`src/design/psp_pkg.sv`:
```
`timescale 1ns / 1ps

package psp_pkg;

  // Guard bits below the integer coordinate in the CORDIC datapath.
  localparam int GUARD = 4;

  // Angle accumulator width: a full turn is 2^ZW.
  localparam int ZW = 32;

  // Converged CORDIC gain 0.6072529350 in Q24.
  localparam int GAIN_FRAC = 24;
  localparam int GW = 24;
  localparam logic [GW-1:0] GAIN_Q = 24'd10188014;

  localparam int MAX_STAGES = 24;

  // arctan(2^-i) as binary angles of a 32-bit full turn, rounded to nearest.
  localparam logic [ZW-1:0] ATAN_TURNS [0:MAX_STAGES-1] = '{
    32'd536870912, 32'd316933406, 32'd167458907, 32'd85004756,
    32'd42667331,  32'd21354465,  32'd10679838,  32'd5340245,
    32'd2670163,   32'd1335087,   32'd667544,    32'd333772,
    32'd166886,    32'd83443,     32'd41722,     32'd20861,
    32'd10430,     32'd5215,      32'd2608,      32'd1304,
    32'd652,       32'd326,       32'd163,       32'd81
  };

  typedef struct packed {
    logic zero;
    logic back;
  } psp_side_t;

endpackage

```
`src/design/psp_cordic_stage.sv`:
```
`timescale 1ns / 1ps

module psp_cordic_stage #(
  parameter int XW    = 32,
  parameter int HW    = 16,
  parameter int SHIFT = 0
) (
  input  logic                        clk_i,
  input  logic                        rst_ni,
  input  logic                        en_i,
  input  logic                        valid_i,
  input  psp_pkg::psp_side_t          side_i,
  input  logic [HW-1:0]               heading_i,
  input  logic signed [XW-1:0]        x_i,
  input  logic signed [XW-1:0]        y_i,
  input  logic [psp_pkg::ZW-1:0]      z_i,
  output logic                        valid_o,
  output psp_pkg::psp_side_t          side_o,
  output logic [HW-1:0]               heading_o,
  output logic signed [XW-1:0]        x_o,
  output logic signed [XW-1:0]        y_o,
  output logic [psp_pkg::ZW-1:0]      z_o
);

  logic signed [XW-1:0]       xs, ys, x_d, y_d;
  logic [psp_pkg::ZW-1:0]     z_d;
  logic                       valid_q;
  psp_pkg::psp_side_t         side_q;
  logic [HW-1:0]              heading_q;
  logic signed [XW-1:0]       x_q, y_q;
  logic [psp_pkg::ZW-1:0]     z_q;

  always_comb begin
    xs = x_i >>> SHIFT;
    ys = y_i >>> SHIFT;
    // Rotate towards the x axis: the sign of y picks the direction.
    if (y_i[XW-1]) begin
      x_d = x_i - ys;
      y_d = y_i + xs;
      z_d = z_i - psp_pkg::ATAN_TURNS[SHIFT];
    end else begin
      x_d = x_i + ys;
      y_d = y_i - xs;
      z_d = z_i + psp_pkg::ATAN_TURNS[SHIFT];
    end
  end

  always_ff @(posedge clk_i or negedge rst_ni) begin
    if (!rst_ni) begin
      valid_q <= 1'b0;
    end else if (en_i) begin
      valid_q <= valid_i;
    end
  end

  always_ff @(posedge clk_i) begin
    if (en_i) begin
      side_q    <= side_i;
      heading_q <= heading_i;
      x_q       <= x_d;
      y_q       <= y_d;
      z_q       <= z_d;
    end
  end

  assign valid_o   = valid_q;
  assign side_o    = side_q;
  assign heading_o = heading_q;
  assign x_o       = x_q;
  assign y_o       = y_q;
  assign z_o       = z_q;

endmodule

```
`config.mk`:
```
export PLATFORM = sky130hd
export DESIGN_NAME = psp_cordic_stage
export DESIGN_NICKNAME = d
export VERILOG_FILES = /design/src/design/psp_pkg.sv /design/src/design/psp_cordic_stage.sv
export SDC_FILE = /design/constraint.sdc
export NUM_CORES = 1
export LEC_CHECK = 0
export BUFFER_PORTS_ARGS = -buffer_cell sky130_fd_sc_hd__buf_2
export CAP_MARGIN = 10
export CORE_AREA = 2 2 112 223
export DETAILED_ROUTE_END_ITERATION = 7
export DIE_AREA = 0 0 114 225
export SLEW_MARGIN = 20
export SYNTH_ARGS = -nofsm -noshare
export SYNTH_HDL_FRONTEND = slang
export SYNTH_SLANG_ARGS = --single-unit
```
`constraint.sdc`:
```
create_clock -name clk_i -period 1.3 [get_ports clk_i]
set_input_delay 0.26 -clock clk_i [delete_from_list [all_inputs] [get_ports clk_i]]
set_output_delay 0.26 -clock clk_i [all_outputs]
set_load 0.02 [all_outputs]
```
Word level (Yosys, flattened, before mapping)
Cells that the tools add are included.
Widths: inputs -> output; s select.
{"block": "word_totals", "output_inout_bits": 115, "elab_cells": 15, "in_bits": 118, "ff_bits": 115}
{"block": "op_classes", "addsub": 5, "n_mux": 3}
{"op": "$mux 32", "n": 3}
{"op": "$sub 32x32->32", "n": 2}
{"op": "$add 32x30->32 const B", "n": 1}
{"op": "$add 32x32->32", "n": 1}
{"op": "$sub 32x30->32 const B", "n": 1}

Depth between registers and ports, before layout
Gate-level depths: netlist of run 1.
{"block": "logic_depth", "word_depth": 2, "mapped_depth": 13, "mapped_depth_nobuf": 13}

Worst setup path before layout of run 1
No wires, ideal clock.
{"block": "synth_timing", "kind": "in2reg", "start": "input port x_i[3]", "end": "register x_q[30] (netlist: x_o[30]) (data pin)", "required_time_ps": 1033, "n_path_buf": 1, "setup_ps": 267, "slack_ps": -1342, "arrival_ps": 2375, "stages": 13, "cell_sequence": "inv_1 -> ha_1 -> buf_2 -> nor2_2 -> o21ai_1 -> a2111oi_2 -> nor2_2 -> o221ai_2 -> o2111ai_1 -> a21oi_2 -> o221a_2 -> mux2i_1 -> xor2_1"}
{"block": "synth_via", "elab_chain_len": 2, "word_cells_on_any_way": 3, "classes_between": "add/sub (2); mux (1)"}
{"item": "start, declared", "line": "psp_cordic_stage.sv:14", "source": "input logic signed [XW-1:0] x_i,"}
{"item": "$add 32x32->32 / $sub 32x32->32 (equally long branches)", "line": "psp_cordic_stage.sv:42, psp_cordic_stage.sv:38"}
{"item": "$mux 32 (*)", "line": "psp_cordic_stage.sv:37", "source": "if (y_i[XW-1]) begin"}
{"item": "via x_d[30]", "line": "psp_cordic_stage.sv:25", "source": "logic signed [XW-1:0] xs, ys, x_d, y_d;"}
{"item": "end signal, assigned", "line": "psp_cordic_stage.sv:60", "source": "x_q <= x_d;"}
{"item": "end, declared", "line": "psp_cordic_stage.sv:30", "source": "logic signed [XW-1:0] x_q, y_q;"}
The timed path passes the listed nets; every way through them passes the cells marked *.
A chain may end at the register's enable or synchronous reset.

Final worst setup path of run 1
{"block": "layout_timing", "start": "input port y_i[0]", "end": "register x_q[20] (netlist: x_o[20]) (data pin)"}
{"block": "layout_via", "elab_chain_len": 2, "word_cells_on_any_way": 3, "classes_between": "add/sub (2); mux (1)"}
{"item": "start, declared", "line": "psp_cordic_stage.sv:15", "source": "input logic signed [XW-1:0] y_i,"}
{"item": "$add 32x32->32 / $sub 32x32->32 (equally long branches)", "line": "psp_cordic_stage.sv:42, psp_cordic_stage.sv:38"}
{"item": "$mux 32 (*)", "line": "psp_cordic_stage.sv:37"}
{"item": "via x_d[20]", "line": "psp_cordic_stage.sv:25"}
Marked as above.

==> flow_metrics.env, run 1 <==
export IMPL_status="finished with violations"
export IMPL_violations="negative setup slack"
export IMPL_cts_root_buf="clkbuf_16"
export IMPL_grt_max_degree=45
export IMPL_timing_max_cap_violations=0
export IMPL_leakagePower_nw=6.99
export IMPL_dieArea_um2=25700
export IMPL_drt_wirelength_per_cell_um=18.4
export IMPL_antenna_found_initial=0
export IMPL_setup_tns_ns=-49.85
export IMPL_syn_inst=908
export IMPL_drive_gt1_frac=0.569
export IMPL_routabilityCongestion=0.964
export IMPL_yosysWarnings=0
export IMPL_synthSimpleGateAreaFrac=0.113
export IMPL_worst_r2r_endpoint="valid_o"
export IMPL_holdPathEnd="z_o[3]"
export IMPL_final_cells=1801
export IMPL_reg2reg_depth=1
export IMPL_post_route_drc_count=0
export IMPL_synth_top_area_frac=0.387
export IMPL_dp_hpwl_um=25400
export IMPL_postLayoutSetupSlackWorst_ns=-1.16
export IMPL_endpoint_kind="flop"
export IMPL_fp_dieW_um=114
export IMPL_cp_data_arrival_time_ns=2.64
export IMPL_worstSetupStartpointType="input pin"
export IMPL_p_total_w=0.0160
export IMPL_layout_worst_path_cycle_share=1.90
export IMPL_vias_per_cell=5.14
export IMPL_max_slew_margin=0.669
export IMPL_syn_nets=1124
export IMPL_fmax_ghz=0.406
export IMPL_diodes=0
export IMPL_finalNetCount=1717
export IMPL_grt_use_total=0.255
export IMPL_clkTransAtPathRegs_ns=0.05
export IMPL_path_class="input pin to flop"
export IMPL_clock_sink_count=114
export IMPL_setup_viol=57
export IMPL_async_flop_share=0.00877
export IMPL_synth_compound_area_frac=0.204
export IMPL_ys_flop_type="edfxtp_1"
export IMPL_min_from="z_i[3]"
export IMPL_via_count=9253
export IMPL_timing_hold_ws_ns=0.0213
export IMPL_tightest_slew_ns=0.491
export IMPL_cts_buffers=17
export IMPL_clockBufferDepth=2
export IMPL_ir_drop_mv=0.807
export IMPL_avgSynthCellArea_um2=9.67
export IMPL_grt_pass1_wl_um=50100
export IMPL_hold_violations=0
export IMPL_syn2layout_area_growth_pct=77.7
export IMPL_rrSetupSlack_ns=0.57
export IMPL_synth_most_common_cell="edfxtp_1"
export IMPL_muxShareOfSynthArea=0.0184
export IMPL_start_util=0.368
export IMPL_r2r_start="valid_o"
export IMPL_floorplan_rows=80
export IMPL_synth_top_cells_by_area="edfxtp_1, ha_1, xnor2_1"
export IMPL_ys_seq_area_frac=0.389
export IMPL_ant_nets=0
export IMPL_hold_path_depth=1
export IMPL_synth_cell_types=76
export IMPL_synth_edf_count=113
export IMPL_critPathLaunch="y_i[0]"
export IMPL_yosysTopAreaCell="edfxtp_1"
export IMPL_syn_area_um2=8780
export IMPL_grt_pass1_vias=9895
export IMPL_num_io_pins=233
export IMPL_core_um2=23800
export IMPL_skew_ns=0
export IMPL_dp_cells=1660
export IMPL_die_y_um=225
export IMPL_insertion_delay_ns=0.43
export IMPL_power_per_cell_area_nw_per_um2=1020
export IMPL_ff_latch_area_um2=3420
export IMPL_synth_seq_cells=114
export IMPL_drt_iter0_drc=393
export IMPL_drtPass1Iterations=5
export IMPL_wl_um=33200
export IMPL_port_buffers=232
export IMPL_yosys_top_cells_count="edfxtp_1, inv_1, a21oi_1, ha_1, nor2_1"
export IMPL_synth_fa_ha_area_frac=0.143
export IMPL_grt_overflow_total=0
export IMPL_hp_class="input pin to flop"
export IMPL_tritoncts="yes"
export IMPL_multi_input_area_um2=6210
export IMPL_period_needed_ns=2.46
export IMPL_rsz0062_at_grt="true"
export IMPL_cts_max_level=4
export IMPL_maxSlewViolCount=0
export IMPL_synth_top_family_by_area="compound AO/OA/AOI/OAI gates"
export IMPL_synth_xor_area_frac=0.0619
export IMPL_critical_path_required_ns=1.48
export IMPL_cp_max_fo=3
export IMPL_final_fill_count=1908
## sequential cells by signal, summed over array words and instances (netlist names)
| register | cells |
|---|---|
| x_o | 32 |
| z_o | 32 |
| y_o | 31 |
| heading_o | 16 |
| side_o | 2 |
| valid_o | 1 |
## timing repair
item	in CTS	in global routing
cloned	0	0
hold buffers	47	0
endpoints found under the setup margin	59	60
resized for setup	180	147
hold endpoints to repair	47	0
buffers inserted	45	31
pin swaps	104	112
## through the flow
stage               cell area, um^2  utilization  worst slack [ns]
global route                  15600        0.655             -1.25
global placement              12700        0.534             -1.80
floorplan                      9380            -             -1.27
finish                        15600        0.655             -1.16
detailed placement            12700        0.534             -1.81
CTS                           14800        0.620             -1.18
## power breakdown
part / leakage, nW / internal [W] / total [W] / switching (W)
combinational: 5.62 / 0.00320 / 0.00680 / 0.00360
sequential: 1.12 / 0.00467 / 0.00479 / 0.000122
clock: 0.258 / 0.00260 / 0.00437 / 0.00177
total: 6.99 / 0.0105 / 0.0160 / 0.00549
## layout make-up
class / instances / area share
Clock inverter: 14 / 0.00754
Tap cell: 287 / 0.0230
Timing Repair Buffer: 616 / 0.296
Inverter: 103 / 0.0289
Clock buffer: 18 / 0.0275
Sequential cell: 114 / 0.219
Multi-Input combinational cell: 649 / 0.398
## layout by cell type, fill, tap and decap left out, types with 10 or more instances in the layout
cell type      instances
mux2i_1               11
a21o_1                18
nand2b_1              10
nand2_1               36
buf_8                 13
ha_1                  63
inv_4                 11
edfxtp_1             113
ha_4                  22
o21ai_0               24
a21oi_1               49
buf_6                 55
inv_1                 71
xnor2_2               11
inv_2                 17
o21ai_1               19
clkbuf_16             17
nor2_1                55
o21ai_2               23
a21oi_2               40
nand4_1               10
dlygate4sd3_1         47
buf_4                295
xnor2_1               44
buf_2                200
## worst max-delay path by stage
| stage | endpoint | depth (start not counted) |
|---|---|---|
| floorplan | y_o[31] | 11 |
| global placement | y_o[28] | 15 |
| detailed placement | y_o[28] | 15 |
| CTS | y_o[28] | 13 |
| global route | y_o[31] | 12 |
| finish | x_o[20] | 15 |
## layer usage
| layer | part of all wire | vias to the layer above | GRT usage |
|---|---|---|---|
| li1 | - | 4404 | - |
| met1 | 0.31 | 4360 | 0.222 |
| met2 | 0.57 | 348 | 0.507 |
| met3 | 0.040 | 141 | 0.0395 |
| met4 | 0.076 | 0 | 0.177 |
| met5 | 0 | - | 0 |
## worst max-delay path, cell delays in order
cell       delay, ns
buf_8           0.11
ha_4            0.16
fa_2            0.35
nor2b_4         0.15
o21ai_4         0.22
a2111oi_4       0.12
nor2_4          0.15
buf_6           0.12
buf_6           0.10
o21bai_4        0.08
a211oi_4        0.25
o21ai_2         0.11
a21boi_2        0.20
mux2i_1         0.12
xnor2_1         0.13
## logic make-up (layout without fill, tap and decap cells)
kind of cell / after synthesis / in the layout
flops: 114 / 114
mux: 16 / 16
fa+ha+maj: 98 / 98
compound gates: 272 / 272
simple gates: 201 / 201
xor+xnor: 62 / 62
buf+inv: 145 / 751
(Power assumes the default switching activity.)
==> run 2, diff against run 1 <==
ABC_AREA = 1   (was unset)
CORE_AREA = 2 2 124 247   (was 2 2 112 223)
DIE_AREA = 0 0 126 249   (was 0 0 114 225)
==> run 2 against run 1 <==
- the run still ends with negative setup slack left
- critical path depth shrank 1
- design area grew 22%
- total power grew 14%
==> flow_metrics.env, run 2 <==
export IMPL_status="finished with violations"
export IMPL_drtPass1Iterations=5
export IMPL_port_buffers=232
export IMPL_post_route_drc_count=0
export IMPL_skew_ns=0
export IMPL_yosys_top_cells_count="nand2_1, inv_1, nand3_1"
export IMPL_clkTransAtPathRegs_ns=0.06
export IMPL_vias_per_cell=5.05
export IMPL_grt_pass1_vias=12955
export IMPL_timing_hold_ws_ns=0.0207
export IMPL_finalNetCount=2364
export IMPL_cpPeakStageDelay_ns=0.32
export IMPL_endpoint_kind="flop"
export IMPL_setup_viol=66
export IMPL_drt_wirelength_per_cell_um=18.3
export IMPL_final_fill_count=2539
export IMPL_path_delay_family="simple AND/OR/NAND/NOR gates"
export IMPL_cp_num_buf_inv=3
export IMPL_violations="negative setup slack"
export IMPL_tightest_slew_ns=0.371
export IMPL_hp_class="input pin to flop"
export IMPL_syn_area_um2=10800
export IMPL_syn2layout_area_growth_pct=76.0
export IMPL_clock_sink_count=114
export IMPL_core_um2=29400
export IMPL_synth_top_area_frac=0.313
export IMPL_path_class="input pin to flop"
export IMPL_postLayoutSetupSlackWorst_ns=-0.308
export IMPL_syn_nets=1823
export IMPL_grt_use_total=0.279
export IMPL_ys_seq_area_frac=0.316
export IMPL_antenna_found_initial=0
export IMPL_timing_max_cap_violations=0
export IMPL_ys_flop_type="edfxtp_1"
export IMPL_tritoncts="yes"
export IMPL_yosysWarnings=0
export IMPL_clockBufferDepth=2
export IMPL_worstSetupStartpointType="input pin"
export IMPL_wl_um=46100
export IMPL_routabilityCongestion=1.03
export IMPL_critPathSlowestCell="ha_4"
export IMPL_start_util=0.368
export IMPL_via_count=12742
export IMPL_power_per_cell_area_nw_per_um2=953
export IMPL_fp_dieW_um=126
export IMPL_die_y_um=249
export IMPL_async_flop_share=0.00877
export IMPL_dp_hpwl_um=36400
export IMPL_cp_max_fo=8
export IMPL_drt_iter0_drc=591
export IMPL_leakagePower_nw=9.43
export IMPL_synth_most_common_cell="nand2_1"
export IMPL_cp_cell_sequence="buf_12 > inv_12 > ha_4 > buf_4 > nor2_4 > nand2_2 > nor2_4 > nand2_4 > nand3_4 > nand2_2 > nand3_1 > nand2_1 > nand3_1 > nand2_1"
export IMPL_cp_data_arrival_time_ns=1.81
export IMPL_grt_overflow_total=0
export IMPL_p_total_w=0.0182
export IMPL_cts_root_buf="clkbuf_16"
export IMPL_diodes=0
export IMPL_pre_cts_ws_ns=-1.02
export IMPL_ir_drop_mv=1.07
export IMPL_final_common_cell="nand2_1"
export IMPL_fmax_ghz=0.622
export IMPL_period_needed_ns=1.61
export IMPL_rsz0062_at_grt="true"
export IMPL_setup_tns_ns=-13.88
export IMPL_max_slew_margin=0.753
export IMPL_num_io_pins=233
export IMPL_synth_cell_types=39
export IMPL_synth_edf_count=113
export IMPL_cts_buffers=17
export IMPL_synth_seq_cells=114
export IMPL_yosysTopAreaCell="edfxtp_1"
export IMPL_final_cells=2525
export IMPL_dieArea_um2=31400
export IMPL_synth_top_cells_by_area="edfxtp_1, nand2_1, ha_1"
export IMPL_dp_cells=2382
export IMPL_floorplan_rows=89
export IMPL_maxSlewViolCount=0
export IMPL_grt_max_degree=42
export IMPL_mostFrequentLayoutCells="nand2_1, buf_4, inv_1"
export IMPL_syn_inst=1607
export IMPL_grt_pass1_wl_um=67100
export IMPL_cts_max_level=4
export IMPL_critical_path_required_ns=1.50
export IMPL_ant_nets=0
export IMPL_layout_worst_path_cycle_share=1.24
export IMPL_insertion_delay_ns=0.44
export IMPL_hold_violations=0
export IMPL_drive_gt1_frac=0.534
export IMPL_avgSynthCellArea_um2=6.74
run 2: cells by family (layout without fill, tap and decap cells):
logic type | after synthesis | count (layout) | synth area share
adder cells (fa/ha/maj) | 98 | 98 | 0.116
AO/OA/AOI/OAI | 167 | 167 | 0.0848
multiplexers | 1 | 1 | 0.00104
flip-flops | 114 | 114 | 0.316
AND/OR/NAND/NOR | 859 | 859 | 0.333
buffers and inverters | 342 | 896 | 0.129
XOR/XNOR | 26 | 26 | 0.0210
run 2: final cells by class:
cell class | instances | area (um^2) | area share
clock buffers | 19 | 433 | 0.0227
clock inverters | 13 | 208 | 0.0109
inverters | 300 | 1270 | 0.0666
multi-input cells | 1151 | 8850 | 0.464
flip-flops and latches | 114 | 3420 | 0.179
well taps | 364 | 455 | 0.0239
repair buffers | 564 | 4420 | 0.232
run 2: metrics by stage:
stage               utilization  instance area, um^2
finish                    0.648                19100
global placement          0.510                15000
detailed placement        0.510                15000
global route              0.648                19100
CTS                       0.610                17900
floorplan                     -                12000
run 2: final timing paths:
check	from	to	slack (ns)	depth (start not counted)
setup / recovery	x_i[5]	x_o[28]	-0.31	14
hold / removal	z_i[10]	z_o[10]	0.02	1
setup reg to reg	valid_o	valid_o	0.54	1
hold reg to reg	valid_o	valid_o	0.53	1
max in group asynchronous	rst_ni	valid_o	1.09	2
min in group asynchronous	rst_ni	valid_o	0.13	2
run 2: repair_timing:
action	CTS	global route
pin swaps	178	167
setup endpoints to repair	71	74
setup buffers	46	30
resized for setup	432	244
cloned	0	0
hold endpoints to repair	46	1
hold buffers	46	1
run 2: metal layers:
| layer | part of all wire | wire length [um] | global-route usage | vias up |
|---|---|---|---|---|
| met5 | 0 | 0 | 0 | - |
| met4 | 0.089 | 4110 | 0.227 | 0 |
| met3 | 0.030 | 1410 | 0.0352 | 176 |
| met2 | 0.57 | 26100 | 0.553 | 402 |
| met1 | 0.31 | 14500 | 0.238 | 6041 |
| li1 | - | - | - | 6123 |
run 2: power by group:
group | total (W) | switching, W | leakage [nW] | internal, W
Clock | 0.00521 | 0.00181 | 0.312 | 0.00340
Sequential | 0.00474 | 0.000154 | 1.12 | 0.00458
Combinational | 0.00820 | 0.00477 | 8.00 | 0.00343
Total | 0.0182 | 0.00674 | 9.43 | 0.0114
==> run 3, diff against run 2 <==
CORE_AREA = 2 2 99 196   (was 2 2 124 247)
DIE_AREA = 0 0 101 198   (was 0 0 126 249)
PLACE_DENSITY = 0.85   (was unset)
==> run 3 against run 2 <==
- the run now fails in global routing (5_1_grt)
- synthesized area is the same
- synthesized cell count is the same
==> flow_metrics.env, run 3 <==
export IMPL_cts_max_level=4
export IMPL_yosysWarnings=0
export IMPL_synth_top_area_frac=0.313
export IMPL_syn_nets=1823
export IMPL_ys_flop_type="edfxtp_1"
export IMPL_die_y_um=198
export IMPL_synth_fa_ha_area_frac=0.116
export IMPL_cts_root_buf="clkbuf_16"
export IMPL_port_buffers=232
export IMPL_clockBufferDepth=2
export IMPL_synth_compound_area_frac=0.0848
export IMPL_grt_pass1_wl_um=108000
export IMPL_syn_area_um2=10800
export IMPL_synth_top_family_by_area="simple AND/OR/NAND/NOR gates"
export IMPL_routabilityCongestion=1.03
export IMPL_cts_buffers=17
export IMPL_ys_seq_area_frac=0.316
export IMPL_synth_cell_types=39
export IMPL_muxShareOfSynthArea=0.00104
export IMPL_grt_pass1_vias=17722
export IMPL_yosys_top_cells_count="nand2_1, inv_1, nand3_1"
export IMPL_avgSynthCellArea_um2=6.74
export IMPL_synth_xor_area_frac=0.0210
export IMPL_grt_max_degree=64
export IMPL_async_flop_share=0.00877
export IMPL_synth_seq_cells=114
export IMPL_clock_sink_count=114
export IMPL_grt_overflow_total=189
export IMPL_num_io_pins=233
export IMPL_syn_inst=1607
export IMPL_start_util=0.581
export IMPL_dp_hpwl_um=34500
export IMPL_synth_edf_count=113
export IMPL_yosysTopAreaCell="edfxtp_1"
export IMPL_fp_dieW_um=101
export IMPL_haltStage="global routing (5_1_grt)"
export IMPL_synth_top_cells_by_area="edfxtp_1, nand2_1, ha_1"
export IMPL_synthSimpleGateAreaFrac=0.333
export IMPL_grt_use_total=0.709
export IMPL_floorplan_rows=71
export IMPL_status="stopped before the end"
export IMPL_synth_most_common_cell="nand2_1"
export IMPL_error="[ERROR GRT-0116] Global routing finished with congestion. Check the congestion regions in the DRC Viewer."
run 3: cell counts after synthesis:
No cell type changed its count.
run 3: cell families after synthesis:
group / Yosys count
AO/OA/AOI/OAI: 167
AND/OR/NAND/NOR: 859
multiplexers: 1
flip-flops: 114
adder cells (fa/ha/maj): 98
XOR/XNOR: 26
buffers and inverters: 342
run 3: timing repair:
item                       4_1_cts
hold buffers                    37
gates resized for setup        402
setup buffers                   37
pin swaps                      190
setup endpoints to repair       71
hold endpoints to repair        37
run 3: metrics by stage:
step                      std cells  worst slack, ns  hold slack [ns]  cell area, um^2
after CTS                      2309           -0.428         0.000796            17200
after detailed placement       2207            -1.01           0.0417            14600
after global placement         2207           -0.962           0.0351            14600
after floorplan                1607           -0.470          -0.0356            12000
run 3: per-layer routing:
layer	GRT overflow	global-route usage
met1	1	0.660
met2	109	0.961
met3	4	0.447
met4	75	0.808
met5	0	0.0212
==> run 4, diff against run 3 <==
CORE_AREA = 2 2 168 170   (was 2 2 99 196)
DIE_AREA = 0 0 170 172   (was 0 0 101 198)
PLACE_DENSITY = unset   (was 0.85)
PLACE_DENSITY_LB_ADDON = 0.15   (was unset)
==> run 4 against run 3 <==
- the flow now finishes, with violations (negative setup slack)
==> flow_metrics.env, run 4 (synthesized netlist as in run 2, its figures left out) <==
export IMPL_status="finished with violations"
export IMPL_violations="negative setup slack"
export IMPL_p_comb_frac=0.446
export IMPL_dp_hpwl_um=31700
export IMPL_floorplan_rows=61
export IMPL_rsz0062_at_grt="true"
export IMPL_finalNetCount=2314
export IMPL_timing_max_cap_violations=0
export IMPL_diodes=0
export IMPL_grt_max_degree=38
export IMPL_ir_drop_mv=0.990
export IMPL_ant_nets=0
export IMPL_grt_use_total=0.268
export IMPL_drtPass1Iterations=6
export IMPL_drive_gt1_frac=0.519
export IMPL_drt_iter0_drc=823
export IMPL_cp_cell_sequence="buf_12 > inv_12 > ha_4 > nand2_8 > nor2_4 > inv_4 > nor3_4 > nand2_2 > nand2_4 > nand2_1 > nand2_1 > nand2_1 > nand3_1 > nand2_1"
export IMPL_num_io_pins=233
export IMPL_critical_path_required_ns=1.48
export IMPL_endpoint_kind="flop"
export IMPL_hold_violations=0
export IMPL_path_class="input pin to flop"
export IMPL_grt_overflow_total=0
export IMPL_core_um2=27500
export IMPL_drt_wirelength_per_cell_um=16.5
export IMPL_start_util=0.394
export IMPL_p_int_w=0.0110
export IMPL_maxSlewViolCount=0
export IMPL_port_buffers=232
export IMPL_period_needed_ns=1.64
export IMPL_final_cells=2457
export IMPL_layout_worst_path_cycle_share=1.26
export IMPL_routabilityCongestion=0.956
export IMPL_antenna_found_initial=0
export IMPL_max_slew_margin=0.733
export IMPL_cts_max_level=4
export IMPL_fmax_ghz=0.611
export IMPL_p_sw_frac=0.370
export IMPL_leakagePower_nw=9.13
export IMPL_grt_pass1_wl_um=60400
export IMPL_insertion_delay_ns=0.42
export IMPL_post_route_drc_count=0
export IMPL_postLayoutSetupSlackWorst_ns=-0.336
export IMPL_vias_per_cell=5.04
export IMPL_clock_power_share=0.285
export IMPL_cpPeakStageDelay_ns=0.38
export IMPL_via_count=12382
export IMPL_cts_root_buf="clkbuf_16"
export IMPL_cp_max_fo=7
export IMPL_die_y_um=172
export IMPL_clkTransAtPathRegs_ns=0.06
export IMPL_wl_um=40600
export IMPL_cts_buffers=17
export IMPL_cp_common_cell="nand2_1"
export IMPL_syn2layout_area_growth_pct=69.5
export IMPL_critPathSlowestCell="ha_4"
export IMPL_mostFrequentLayoutCells="nand2_1, buf_4, inv_1"
export IMPL_fp_dieW_um=170
export IMPL_min_from="z_i[18]"
export IMPL_final_fill_count=2250
export IMPL_r2r_start="valid_o"
export IMPL_tritoncts="yes"
export IMPL_skew_ns=0
export IMPL_clockBufferDepth=2
export IMPL_worstSetupStartpointType="input pin"
export IMPL_seq_power_share=0.269
export IMPL_power_switching_w=0.00648
export IMPL_final_common_cell="nand2_1"
export IMPL_clock_sink_count=114
export IMPL_dieArea_um2=29200
export IMPL_critPathLaunch="x_i[6]"
export IMPL_grt_pass1_vias=11853
export IMPL_dp_cells=2361
export IMPL_utilization=0.668
export IMPL_hp_class="input pin to flop"
export IMPL_power_per_cell_area_nw_per_um2=955
export IMPL_tightest_slew_ns=0.397
export IMPL_cp_data_arrival_time_ns=1.82
export IMPL_setup_viol=59
## run 4: stage by stage
step / hold WS [ns] / setup TNS (ns) / total power (W) / cell area (um^2) / setup slack, ns
after floorplan: -0.0356 / -20.77 / 0.00854 / 12000 / -0.470
after global placement: 0.0341 / -45.85 / 0.0109 / 15000 / -0.931
after detailed placement: 0.0358 / -47.01 / 0.0110 / 15000 / -0.935
after CTS: 0.000441 / -10.66 / 0.0169 / 17400 / -0.283
after global routing: 0.0000154 / -17.68 / 0.0183 / 18400 / -0.422
final: 0.00909 / -13.46 / 0.0175 / 18400 / -0.336
## run 4: metal layers
metal | wire, um | global-route usage
met2 | 19400 | 0.457
met5 | 0 | 0
met4 | 1310 | 0.100
met1 | 17400 | 0.352
met3 | 2420 | 0.0272
## run 4: repair_timing
action	in CTS	in global routing
buffers inserted	40	22
hold buffers	6	1
endpoints found under the hold margin	6	1
resized for setup	386	209
setup endpoints to repair	68	66
pin swaps	185	127
gates cloned	0	0
## run 4: cell type report
class,instances,area (um^2),share of cell area
Clock inverter,14,185,0.0101
Multi-Input combinational cell,1151,8630,0.470
Tap cell,346,433,0.0236
Clock buffer,18,429,0.0234
Sequential cell,114,3420,0.186
Timing Repair Buffer,514,4000,0.218
Inverter,300,1260,0.0686
## run 4: worst max-delay path, delay by kind of cell
kind | cells | cell delay (ns)
buffers and inverters | 3 | 0.19
adder cells (fa/ha/maj) | 1 | 0.38
AND/OR/NAND/NOR | 10 | 0.98
## run 4: path summary, 6_finish.rpt
check,to,slack (ns),cells past startpoint
worst max-delay path,x_o[29],-0.34,14
worst min-delay path,z_o[18],0.009,1
worst max register to register,valid_o,0.53,1
worst min register to register,valid_o,0.54,1
max in group asynchronous,valid_o,1.07,2
min in group asynchronous,valid_o,0.14,2
## run 4: power by group through the flow
stage          Clock (W)  Sequential, W  Combinational, W
2_1_floorplan          0        0.00533           0.00321
3_3_place_gp           0        0.00479           0.00614
3_5_place_dp           0        0.00479           0.00622
4_1_cts          0.00505        0.00473           0.00714
5_1_grt          0.00520        0.00476           0.00838
6_report         0.00499        0.00472           0.00781
